==> src/hdl/aprs_ptb_pkg.sv <==
// Shared constants, types and digit-split functions for the APRS position text builder.
`timescale 1ns / 1ps

package aprs_ptb_pkg;

    localparam int TEXT_LEN = 20;
    localparam int CNT_W    = 5;

    // Coordinate limits in microdegrees; the bounds themselves are in range.
    localparam logic signed [27:0] LAT_LIMIT = 28'sd90000000;
    localparam logic signed [28:0] LON_LIMIT = 29'sd180000000;

    // Microdegrees per degree, and ceil(2^48 / 1e6): exact quotient for any 29-bit magnitude.
    localparam logic [19:0] UDEG_PER_DEG = 20'd1000000;
    localparam logic [28:0] DEG_RECIP    = 29'd281474977;
    localparam int          DEG_SHIFT    = 48;

    // ceil(2^33 / 1000): exact quotient for any value below 2^23.
    localparam logic [23:0] HUND_RECIP = 24'd8589935;
    localparam int          HUND_SHIFT = 33;
    localparam logic [12:0] MAX_HUND   = 13'd5999;

    // ASCII characters of the position text.
    localparam logic [7:0] CH_BANG  = 8'h21;
    localparam logic [7:0] CH_SLASH = 8'h2F;
    localparam logic [7:0] CH_DASH  = 8'h2D;
    localparam logic [7:0] CH_DOT   = 8'h2E;
    localparam logic [7:0] CH_ZERO  = 8'h30;
    localparam logic [7:0] CH_N     = 8'h4E;
    localparam logic [7:0] CH_S     = 8'h53;
    localparam logic [7:0] CH_E     = 8'h45;
    localparam logic [7:0] CH_W     = 8'h57;

    // Stage load enables handed to each coordinate datapath.
    typedef struct packed {
        logic en2;
        logic en3;
        logic en4;
    } aprs_ptb_adv_t;

    // Result of one coordinate: whole degrees, hundredths of a minute, sign.
    typedef struct packed {
        logic [8:0]  deg;
        logic [12:0] hund;
        logic        neg;
    } aprs_ptb_coord_t;

    // Splits a degree count below 512 into hundreds, tens and ones digits.
    function automatic logic [11:0] dec3(input logic [8:0] val);
        logic [15:0] p_h;
        logic [3:0]  d_h;
        logic [6:0]  rem;
        logic [14:0] p_t;
        logic [3:0]  d_t;
        logic [3:0]  d_o;
        p_h = 16'(val) * 16'd41;
        d_h = p_h[15:12];
        rem = 7'(val - 9'(d_h) * 9'd100);
        p_t = 15'(rem) * 15'd205;
        d_t = p_t[14:11];
        d_o = 4'(rem - 7'(d_t) * 7'd10);
        return {d_h, d_t, d_o};
    endfunction

    // Splits hundredths of a minute (at most 5999) into four digits.
    function automatic logic [15:0] dec4(input logic [12:0] val);
        logic [26:0] p_th;
        logic [3:0]  d_th;
        logic [9:0]  r1;
        logic [15:0] p_h;
        logic [3:0]  d_h;
        logic [6:0]  r2;
        logic [14:0] p_t;
        logic [3:0]  d_t;
        logic [3:0]  d_o;
        p_th = 27'(val) * 27'd8389;
        d_th = p_th[26:23];
        r1   = 10'(val - 13'(d_th) * 13'd1000);
        p_h  = 16'(r1) * 16'd41;
        d_h  = p_h[15:12];
        r2   = 7'(r1 - 10'(d_h) * 10'd100);
        p_t  = 15'(r2) * 15'd205;
        d_t  = p_t[14:11];
        d_o  = 4'(r2 - 7'(d_t) * 7'd10);
        return {d_th, d_h, d_t, d_o};
    endfunction

    // ASCII character of one decimal digit.
    function automatic logic [7:0] ascii_digit(input logic [3:0] d);
        return CH_ZERO | {4'd0, d};
    endfunction

endpackage

==> src/hdl/aprs_ptb_coord.sv <==
// Three-stage datapath that turns one signed coordinate into degrees and hundredths of a minute.
`timescale 1ns / 1ps

module aprs_ptb_coord
    import aprs_ptb_pkg::*;
(
    input  logic                 clk,
    input  aprs_ptb_adv_t        adv,
    input  logic signed [28:0]   coord,
    output aprs_ptb_coord_t      result
);

    logic [28:0] mag;
    logic [57:0] deg_prod;
    logic [28:0] mag_reg;
    logic [8:0]  deg2_reg;
    logic        neg2_reg;

    logic [28:0] whole_udeg;
    logic [19:0] frac;
    logic [22:0] scaled_next;
    logic [22:0] scaled_reg;
    logic [8:0]  deg3_reg;
    logic        neg3_reg;

    logic [46:0] hund_prod;
    logic [12:0] hund_raw;
    logic [12:0] hund_next;
    logic [12:0] hund_reg;
    logic [8:0]  deg4_reg;
    logic        neg4_reg;

    // Stage 2: magnitude and whole degrees by reciprocal multiplication.
    assign mag      = coord[28] ? 29'(~coord + 29'sd1) : 29'(coord);
    assign deg_prod = 58'(mag) * 58'(DEG_RECIP);

    always_ff @(posedge clk)
    begin
        if (adv.en2)
        begin
            mag_reg  <= mag;
            deg2_reg <= deg_prod[DEG_SHIFT+8:DEG_SHIFT];
            neg2_reg <= coord[28];
        end
    end

    // Stage 3: fractional degree, scaled for rounding to hundredths of a minute.
    assign whole_udeg  = 29'(deg2_reg) * 29'(UDEG_PER_DEG);
    assign frac        = 20'(mag_reg - whole_udeg);
    assign scaled_next = 23'(frac) * 23'd6 + 23'd500;

    always_ff @(posedge clk)
    begin
        if (adv.en3)
        begin
            scaled_reg <= scaled_next;
            deg3_reg   <= deg2_reg;
            neg3_reg   <= neg2_reg;
        end
    end

    // Stage 4: divide by 1000 and clamp so the minutes never read 60.
    assign hund_prod = 47'(scaled_reg) * 47'(HUND_RECIP);
    assign hund_raw  = hund_prod[HUND_SHIFT+12:HUND_SHIFT];
    assign hund_next = (hund_raw > MAX_HUND) ? MAX_HUND : hund_raw;

    always_ff @(posedge clk)
    begin
        if (adv.en4)
        begin
            hund_reg <= hund_next;
            deg4_reg <= deg3_reg;
            neg4_reg <= neg3_reg;
        end
    end

    assign result.deg  = deg4_reg;
    assign result.hund = hund_reg;
    assign result.neg  = neg4_reg;

endmodule

==> src/hdl/aprs_position_text_builder_top.sv <==
// Top level of the APRS position text builder: input register, coordinate pipelines, byte serializer.
`timescale 1ns / 1ps
// An accepted request passes stages 2 to 4, then its first byte is loaded into the output buffer.
// A normal request gives 20 bytes in order; an out-of-range request gives a single flagged byte.
// The rate is set by the output serializer, which moves one byte per cycle while out_stall is low.
// Reset (rst_n, asynchronous, active low) empties every stage; no request is in flight after it.

module aprs_position_text_builder_top
    import aprs_ptb_pkg::*;
(
    input  logic               clk,
    input  logic               rst_n,
    input  logic               in_valid,
    output logic               in_stall,
    input  logic signed [27:0] latitude_udeg,
    input  logic signed [28:0] longitude_udeg,
    output logic               out_valid,
    input  logic               out_stall,
    output logic [7:0]         text_byte,
    output logic               final_byte,
    output logic               range_error
);

    // The pipeline has an input register (stage 1), three arithmetic stages inside each
    // coordinate unit (stages 2 to 4) and the output shift buffer. Each stage takes a new
    // request when it is empty or when its current request moves on in the same cycle, so
    // the pipeline fills up while the serializer is still sending the previous text.

    logic               v1_reg, v2_reg, v3_reg, v4_reg, vo_reg;
    logic               v1_next, v2_next, v3_next, v4_next, vo_next;
    logic               en1, en2, en3, en4, load_out;
    logic               pop, last_byte;
    aprs_ptb_adv_t      adv;

    logic signed [27:0] lat_reg;
    logic signed [28:0] lon_reg;
    logic               err1;
    logic               err2_reg, err3_reg, err4_reg;

    aprs_ptb_coord_t    lat_res, lon_res;

    logic [7:0]         buf_reg [TEXT_LEN];
    logic [7:0]         text_next [TEXT_LEN];
    logic [CNT_W-1:0]   cnt_reg;
    logic               err_out_reg;

    logic [11:0]        lat_deg_dig, lon_deg_dig;
    logic [15:0]        lat_min_dig, lon_min_dig;

    // Output side: a byte leaves when the consumer does not stall. The buffer reloads only
    // once the last byte of the current text is leaving, or when it is empty.
    assign pop       = vo_reg && !out_stall;
    assign last_byte = err_out_reg || (cnt_reg == CNT_W'(TEXT_LEN - 1));
    assign load_out  = v4_reg && (!vo_reg || (pop && last_byte));

    // Stage enables ripple back from the output.
    assign en4      = v3_reg && (!v4_reg || load_out);
    assign en3      = v2_reg && (!v3_reg || en4);
    assign en2      = v1_reg && (!v2_reg || en3);
    assign in_stall = v1_reg && !en2;
    assign en1      = in_valid && !in_stall;

    assign adv.en2 = en2;
    assign adv.en3 = en3;
    assign adv.en4 = en4;

    always_comb
    begin
        v1_next = en1 ? 1'b1 : (en2 ? 1'b0 : v1_reg);
        v2_next = en2 ? 1'b1 : (en3 ? 1'b0 : v2_reg);
        v3_next = en3 ? 1'b1 : (en4 ? 1'b0 : v3_reg);
        v4_next = en4 ? 1'b1 : (load_out ? 1'b0 : v4_reg);
        vo_next = load_out ? 1'b1 : ((pop && last_byte) ? 1'b0 : vo_reg);
    end

    always_ff @(posedge clk or negedge rst_n)
    begin
        if (!rst_n)
        begin
            v1_reg <= 1'b0;
            v2_reg <= 1'b0;
            v3_reg <= 1'b0;
            v4_reg <= 1'b0;
            vo_reg <= 1'b0;
        end
        else
        begin
            v1_reg <= v1_next;
            v2_reg <= v2_next;
            v3_reg <= v3_next;
            v4_reg <= v4_next;
            vo_reg <= vo_next;
        end
    end

    // Stage 1: the accepted request.
    always_ff @(posedge clk)
    begin
        if (en1)
        begin
            lat_reg <= latitude_udeg;
            lon_reg <= longitude_udeg;
        end
    end

    // Range check on the signed values; the limits themselves are still valid positions.
    assign err1 = (lat_reg > LAT_LIMIT) || (lat_reg < -LAT_LIMIT) ||
                  (lon_reg > LON_LIMIT) || (lon_reg < -LON_LIMIT);

    // The error flag travels alongside the coordinate stages.
    always_ff @(posedge clk)
    begin
        if (en2)
        begin
            err2_reg <= err1;
        end
        if (en3)
        begin
            err3_reg <= err2_reg;
        end
        if (en4)
        begin
            err4_reg <= err3_reg;
        end
    end

    aprs_ptb_coord u_lat
    (
        .clk    (clk),
        .adv    (adv),
        .coord  ({lat_reg[27], lat_reg}),
        .result (lat_res)
    );

    aprs_ptb_coord u_lon
    (
        .clk    (clk),
        .adv    (adv),
        .coord  (lon_reg),
        .result (lon_res)
    );

    // Text assembly for "!DDMM.mmH/DDDMM.mmH-". Latitude degrees stay below 100 whenever the
    // text is sent, so only the tens and ones digits are used there.
    assign lat_deg_dig = dec3(lat_res.deg);
    assign lon_deg_dig = dec3(lon_res.deg);
    assign lat_min_dig = dec4(lat_res.hund);
    assign lon_min_dig = dec4(lon_res.hund);

    always_comb
    begin
        text_next[0]  = CH_BANG;
        text_next[1]  = ascii_digit(lat_deg_dig[7:4]);
        text_next[2]  = ascii_digit(lat_deg_dig[3:0]);
        text_next[3]  = ascii_digit(lat_min_dig[15:12]);
        text_next[4]  = ascii_digit(lat_min_dig[11:8]);
        text_next[5]  = CH_DOT;
        text_next[6]  = ascii_digit(lat_min_dig[7:4]);
        text_next[7]  = ascii_digit(lat_min_dig[3:0]);
        text_next[8]  = lat_res.neg ? CH_S : CH_N;
        text_next[9]  = CH_SLASH;
        text_next[10] = ascii_digit(lon_deg_dig[11:8]);
        text_next[11] = ascii_digit(lon_deg_dig[7:4]);
        text_next[12] = ascii_digit(lon_deg_dig[3:0]);
        text_next[13] = ascii_digit(lon_min_dig[15:12]);
        text_next[14] = ascii_digit(lon_min_dig[11:8]);
        text_next[15] = CH_DOT;
        text_next[16] = ascii_digit(lon_min_dig[7:4]);
        text_next[17] = ascii_digit(lon_min_dig[3:0]);
        text_next[18] = lon_res.neg ? CH_W : CH_E;
        text_next[19] = CH_DASH;
        // An out-of-range request shows a zero byte.
        if (err4_reg)
        begin
            text_next[0] = 8'd0;
        end
    end

    // Output shift buffer: the byte on the port is always entry zero.
    always_ff @(posedge clk)
    begin
        if (load_out)
        begin
            for (int i = 0; i < TEXT_LEN; i++)
            begin
                buf_reg[i] <= text_next[i];
            end
            err_out_reg <= err4_reg;
        end
        else if (pop)
        begin
            for (int i = 0; i < TEXT_LEN - 1; i++)
            begin
                buf_reg[i] <= buf_reg[i+1];
            end
            buf_reg[TEXT_LEN-1] <= 8'd0;
        end
    end

    always_ff @(posedge clk or negedge rst_n)
    begin
        if (!rst_n)
        begin
            cnt_reg <= '0;
        end
        else if (load_out)
        begin
            cnt_reg <= '0;
        end
        else if (pop)
        begin
            cnt_reg <= cnt_reg + CNT_W'(1);
        end
    end

    assign out_valid   = vo_reg;
    assign text_byte   = buf_reg[0];
    assign final_byte  = last_byte;
    assign range_error = err_out_reg;

    // An error result is a single zero byte that closes its request.
    assert property (@(posedge clk) disable iff (!rst_n)
        (out_valid && range_error) |-> (final_byte && text_byte == 8'd0))
        else $error("error result is not a lone zero byte");

    // A text opens with the exclamation mark.
    assert property (@(posedge clk) disable iff (!rst_n)
        (out_valid && !range_error && cnt_reg == '0) |-> (text_byte == CH_BANG))
        else $error("position text does not open with the data type mark");

    // Once a byte that is not the last one leaves, the next byte of the same text follows.
    assert property (@(posedge clk) disable iff (!rst_n)
        (out_valid && !out_stall && !final_byte) |=> (out_valid && !range_error))
        else $error("position text cut short");

    // The input side stalls only while the input register holds a request that cannot move.
    assert property (@(posedge clk) disable iff (!rst_n)
        in_stall |-> (v1_reg && v2_reg))
        else $error("input stalled with room in the pipeline");

endmodule
==> config.mk <==
export PLATFORM = sky130hd
export DESIGN_NAME = aprs_position_text_builder_top
export DESIGN_NICKNAME = d
export VERILOG_FILES = /design/src/hdl/aprs_ptb_pkg.sv /design/src/hdl/aprs_ptb_coord.sv /design/src/hdl/aprs_position_text_builder_top.sv
export SDC_FILE = /design/constraint.sdc
export NUM_CORES = 2
export LEC_CHECK = 0
export BUFFER_PORTS_ARGS = -buffer_cell sky130_fd_sc_hd__buf_2
export CAP_MARGIN = 20
export CORE_MARGIN = 3
export CORE_UTILIZATION = 25
export CTS_CLUSTER_DIAMETER = 80
export DETAILED_ROUTE_END_ITERATION = 10
export HOLD_SLACK_MARGIN = 0.15
export MAX_ROUTING_LAYER = met4
export PLACE_DENSITY_LB_ADDON = 0.3
export REMOVE_ABC_BUFFERS = 1
export SYNTH_ARGS = -nofsm -noshare
export SYNTH_HDL_FRONTEND = slang
export SYNTH_SLANG_ARGS = --single-unit
export TNS_END_PERCENT = 20
==> constraint.sdc <==
create_clock -name clk -period 14.35 [get_ports clk]
set_clock_uncertainty 0.05 [all_clocks]
set_input_delay 0.7175 -clock clk [delete_from_list [all_inputs] [get_ports clk]]
set_output_delay 0.7175 -clock clk [all_outputs]
set_load 0.1 [all_outputs]
==> flow_summary.html <==
<table>
<tr><th>Metric</th><th>Value</th></tr>
<tr><th colspan="2">STA</th></tr>
<tr><td>Highest achievable clock rate</td><td>0.0728 GHz</td></tr>
<tr><td>Final worst setup slack</td><td>0.616 ns</td></tr>
<tr><td>Minimum clock period after layout</td><td>around 14 ns</td></tr>
<tr><td>Setup violators final</td><td>0</td></tr>
<tr><td>Unrepaired setup endpoints after global routing</td><td>yes</td></tr>
<tr><td>Worst Hold Margin</td><td>0.220 ns</td></tr>
<tr><td>Setup TNS</td><td>0 ns</td></tr>
<tr><td>Number of slew-limit violations in the final report</td><td>0</td></tr>
<tr><td>Ratio of final minimum period to clock period</td><td>95.7%</td></tr>
<tr><td>Pin slew with the least headroom to its limit</td><td>1.14 ns</td></tr>
<tr><td>Relative max-transition margin</td><td>23.4%</td></tr>
<tr><td>Total count of hold-check failures in the final report</td><td>0</td></tr>
<tr><th colspan="2">GRT</th></tr>
<tr><td>Global router's overall resource usage</td><td>12.0%</td></tr>
<tr><td>Largest net degree at the start of global routing</td><td>97</td></tr>
<tr><td>Antenna violations before repair</td><td>6</td></tr>
<tr><td>Congestion Overflow GR</td><td>0</td></tr>
<tr><td>Vias in the first global route</td><td>52000</td></tr>
<tr><td>Global-route wire length before repair</td><td>around 280 mm</td></tr>
<tr><th colspan="2">Route</th></tr>
<tr><td>Number of DRC violations after detailed-routing iteration 0</td><td>approximately 1700</td></tr>
<tr><td>Number of optimization iterations in the first detailed-route pass</td><td>5</td></tr>
<tr><td>Detailed-route wire length per cell</td><td>15.3 microns</td></tr>
<tr><td>ANT nets after route</td><td>0</td></tr>
<tr><td>Total number of vias</td><td>46700</td></tr>
<tr><td>Routed vias/inst</td><td>4.20</td></tr>
<tr><td>Total Routed Length</td><td>between 150 and 200 mm</td></tr>
<tr><td>DRC violations left</td><td>0</td></tr>
<tr><th colspan="2">Place</th></tr>
<tr><td>Setup WS pre-CTS</td><td>-0.240 ns</td></tr>
<tr><td>Port Buffers</td><td>between 70 and 80</td></tr>
<tr><td>Placer congestion estimate</td><td>0.852</td></tr>
<tr><td>Final HPWL from detailed placement</td><td>144 mm</td></tr>
<tr><th colspan="2">Setup path</th></tr>
<tr><td>Type of the setup path with the least slack</td><td>reg -&gt; reg</td></tr>
<tr><td>Largest fanout on the critical path</td><td>5</td></tr>
<tr><td>CP max stage delay</td><td>0.56 ns</td></tr>
<tr><td>Critical path's slowest cell</td><td>sky130_fd_sc_hd__fa_1</td></tr>
<tr><td>Top cell by count, worst path</td><td>sky130_fd_sc_hd__inv_1</td></tr>
<tr><td>Launching element type of the critical path</td><td>flip-flop</td></tr>
<tr><td>Kind of end point of the critical path</td><td>flip-flop</td></tr>
<tr><td>Required arrival time at the worst endpoint</td><td>14.66 ns</td></tr>
<tr><td>Arr. time, crit path</td><td>14.04 ns</td></tr>
<tr><th colspan="2">Floorplanning</th></tr>
<tr><td>Floorplan row count</td><td>198</td></tr>
<tr><td>Ports</td><td>73</td></tr>
<tr><td>Die Height</td><td>548 microns</td></tr>
<tr><td>Initial standard-cell utilization of the core</td><td>25.2%</td></tr>
<tr><td>Die extent in x</td><td>548 microns</td></tr>
<tr><td>Die Area</td><td>300000 sq um</td></tr>
<tr><td>Standard cell core area</td><td>291000 sq um</td></tr>
<tr><th colspan="2">Hold path</th></tr>
<tr><td>Path class of the lowest-slack min-delay path</td><td>in -&gt; reg</td></tr>
<tr><th colspan="2">Final layout</th></tr>
<tr><td>Flip-flop and latch area</td><td>11100 sq um</td></tr>
<tr><td>Share of post-route cells with drive strength above 1</td><td>6.48%</td></tr>
<tr><td>Area used by multi-input combinational logic</td><td>55600 sq um</td></tr>
<tr><td>Leading cell type in the layout, fill and taps excluded</td><td>sky130_fd_sc_hd__inv_1</td></tr>
<tr><td>Highest-count cells in the layout ignoring fill and taps</td><td>sky130_fd_sc_hd__inv_1, sky130_fd_sc_hd__ha_1, sky130_fd_sc_hd__fa_1, sky130_fd_sc_hd__edfxtp_1, sky130_fd_sc_hd__nand2_1</td></tr>
<tr><td>Area Growth Syn to Fin</td><td>11.8%</td></tr>
<tr><td>Layout Utilization</td><td>28.1%</td></tr>
<tr><td>Number of nets in the finished design</td><td>10000</td></tr>
<tr><td>Total of fill cells in the finished design</td><td>30600</td></tr>
<tr><td>Max FFs per register</td><td>131</td></tr>
<tr><th colspan="2">Logic synthesis</th></tr>
<tr><td>Top cell type's share of synthesized area</td><td>29.3%</td></tr>
<tr><td>Mean post-synth cell area</td><td>10.6 sq um</td></tr>
<tr><td>FFs w/ async S/R, synth</td><td>2.69%</td></tr>
<tr><td>Post-synth EDFFs</td><td>around 360</td></tr>
<tr><td>Number of warnings issued by yosys</td><td>0</td></tr>
<tr><td>Netlist area before placement</td><td>between 70000 and 80000 sq um</td></tr>
<tr><td>Cells taking the most area after synthesis</td><td>sky130_fd_sc_hd__ha_1, sky130_fd_sc_hd__fa_1, sky130_fd_sc_hd__edfxtp_1</td></tr>
<tr><td>Top flip-flop cell by instance count after synthesis</td><td>sky130_fd_sc_hd__edfxtp_1</td></tr>
<tr><td>Sequential share of the synthesized area</td><td>15.2%</td></tr>
<tr><td>Number of distinct library cells after synthesis</td><td>115</td></tr>
<tr><td>Post-synthesis sequential element count</td><td>372</td></tr>
<tr><td>Count of mapped cells out of synthesis</td><td>6930</td></tr>
<tr><td>Largest area contributor in the synthesized netlist</td><td>sky130_fd_sc_hd__ha_1</td></tr>
<tr><th colspan="2">Clock network</th></tr>
<tr><td>Library cell used as clock root buffer</td><td>sky130_fd_sc_hd__clkbuf_16</td></tr>
<tr><td>Clock transition at the registers of the reported paths</td><td>0.06 ns</td></tr>
<tr><td># H-tree levels</td><td>2</td></tr>
<tr><td>Bufs on Longest Clock Path</td><td>3</td></tr>
<tr><td>CTS tree</td><td>yes</td></tr>
<tr><td>Latest clock arrival within the worst-skew pair</td><td>between 0.6 and 0.7 ns</td></tr>
<tr><td>Num Clock Sinks</td><td>372</td></tr>
<tr><td>Total CTS buffers</td><td>50</td></tr>
<tr><th colspan="2">Status</th></tr>
<tr><td>Run status</td><td>finished, final reports clean</td></tr>
<tr><th colspan="2">Flow run</th></tr>
<tr><td>Maxcap violations</td><td>0</td></tr>
</table>
stage by stage:
stage	area (sq um)	instances
3_5_place_dp	79300	11000
5_1_grt	82000	11100
2_1_floorplan	73100	6889
4_1_cts	81400	11100
3_3_place_gp	79300	11000
6_report	82000	11100
logic make-up (layout without fill, tap and decap cells):
group | count (synthesis) | in the layout | share of synthesized area [%]
and+or+nand+nor | 771 | 771 | 5.62
DFF | 372 | 372 | 15.2
adders and majority gates | 2791 | 2791 | 58.5
AOI/OAI and AO/OA | 759 | 759 | 6.91
buffers and inverters | 1910 | 2197 | 9.83
other | 2 | 15 | 0.0102
xor gates and xnor gates | 313 | 313 | 3.77
muxes | 12 | 12 | 0.174
synth_stat cells (all sizes together), types with 8 or more instances:
master / number
inv: 1859
ha: 1719
fa: 1067
edfxtp: 362
xnor2: 218
a21oi: 213
nand2: 205
o21ai: 144
nor2: 135
a21o: 124
xor2: 94
nand2b: 76
nor3: 55
and2: 50
nand3: 49
nand4: 38
clkbuf: 36
a211oi: 30
o21bai: 30
nor2b: 29
o21a: 29
o211ai: 27
a31oi: 23
or3: 23
and3: 21
or2: 21
o31ai: 19
nor4: 17
or4: 16
buf: 15
a31o: 13
dfrtp: 10
a2111oi: 9
and4: 9
o2111ai: 9
a21boi: 8
o31a: 8
cell type report:
cell class | instances | share of cell area [%]
Inverter | 1859 | 8.51
Tap cell | 3900 | 5.95
Timing Repair Buffer | 249 | 2.18
Antenna cell | 3 | 0.00915
Clock inverter | 32 | 0.355
Multi-Input combinational cell | 4658 | 67.9
Clock buffer | 57 | 1.58
Sequential cell | 372 | 13.6
worst paths after layout:
check	slack (ns)	start	to	cells after the start
worst max-delay path	0.62	u_lon.hund_reg[8]	buf_reg[4][11]	60
worst min-delay path	0.22	longitude_udeg[25]	lon_reg[25]	1
worst max register to register	0.62	u_lon.hund_reg[8]	buf_reg[4][11]	60
worst min register to register	0.37	err3_reg	err4_reg	0
max in group asynchronous	13.62	rst_n	v4_reg	2
min in group asynchronous	0.44	rst_n	cnt_reg[3]	2
what timing repair did:
item                       CTS  global route
hold buffers                40             0
hold endpoints to repair    49             0
setup buffers                5            21
setup endpoints to repair    2             9
resized for setup            4            82
pin swaps                    2            53
routing by layer:
metal / global-route usage, % / share of wire (%) / vias up / wire length (microns)
met5: - / 0 / - / 0
li1: - / - / 23000 / -
met3: 1.65 / 3.6 / 144 / 6070
met1: 15.8 / 47 / 23100 / 80400
met2: 19.7 / 47 / 463 / 80300
met4: 2.30 / 2.0 / 0 / 3350
critical path, delay by kind of cell (launching register included):
family,cells,cell delay [ns]
and+or+nand+nor,5,0.88
adders and majority gates,21,7.34
AOI/OAI and AO/OA,13,2.36
xor gates and xnor gates,10,1.68
DFF,1,0.45
buffers and inverters,11,0.73
Power is left out: the tool's default activity adds up to more than one toggle a clock period on the data nets, which glitch-free logic cannot reach.
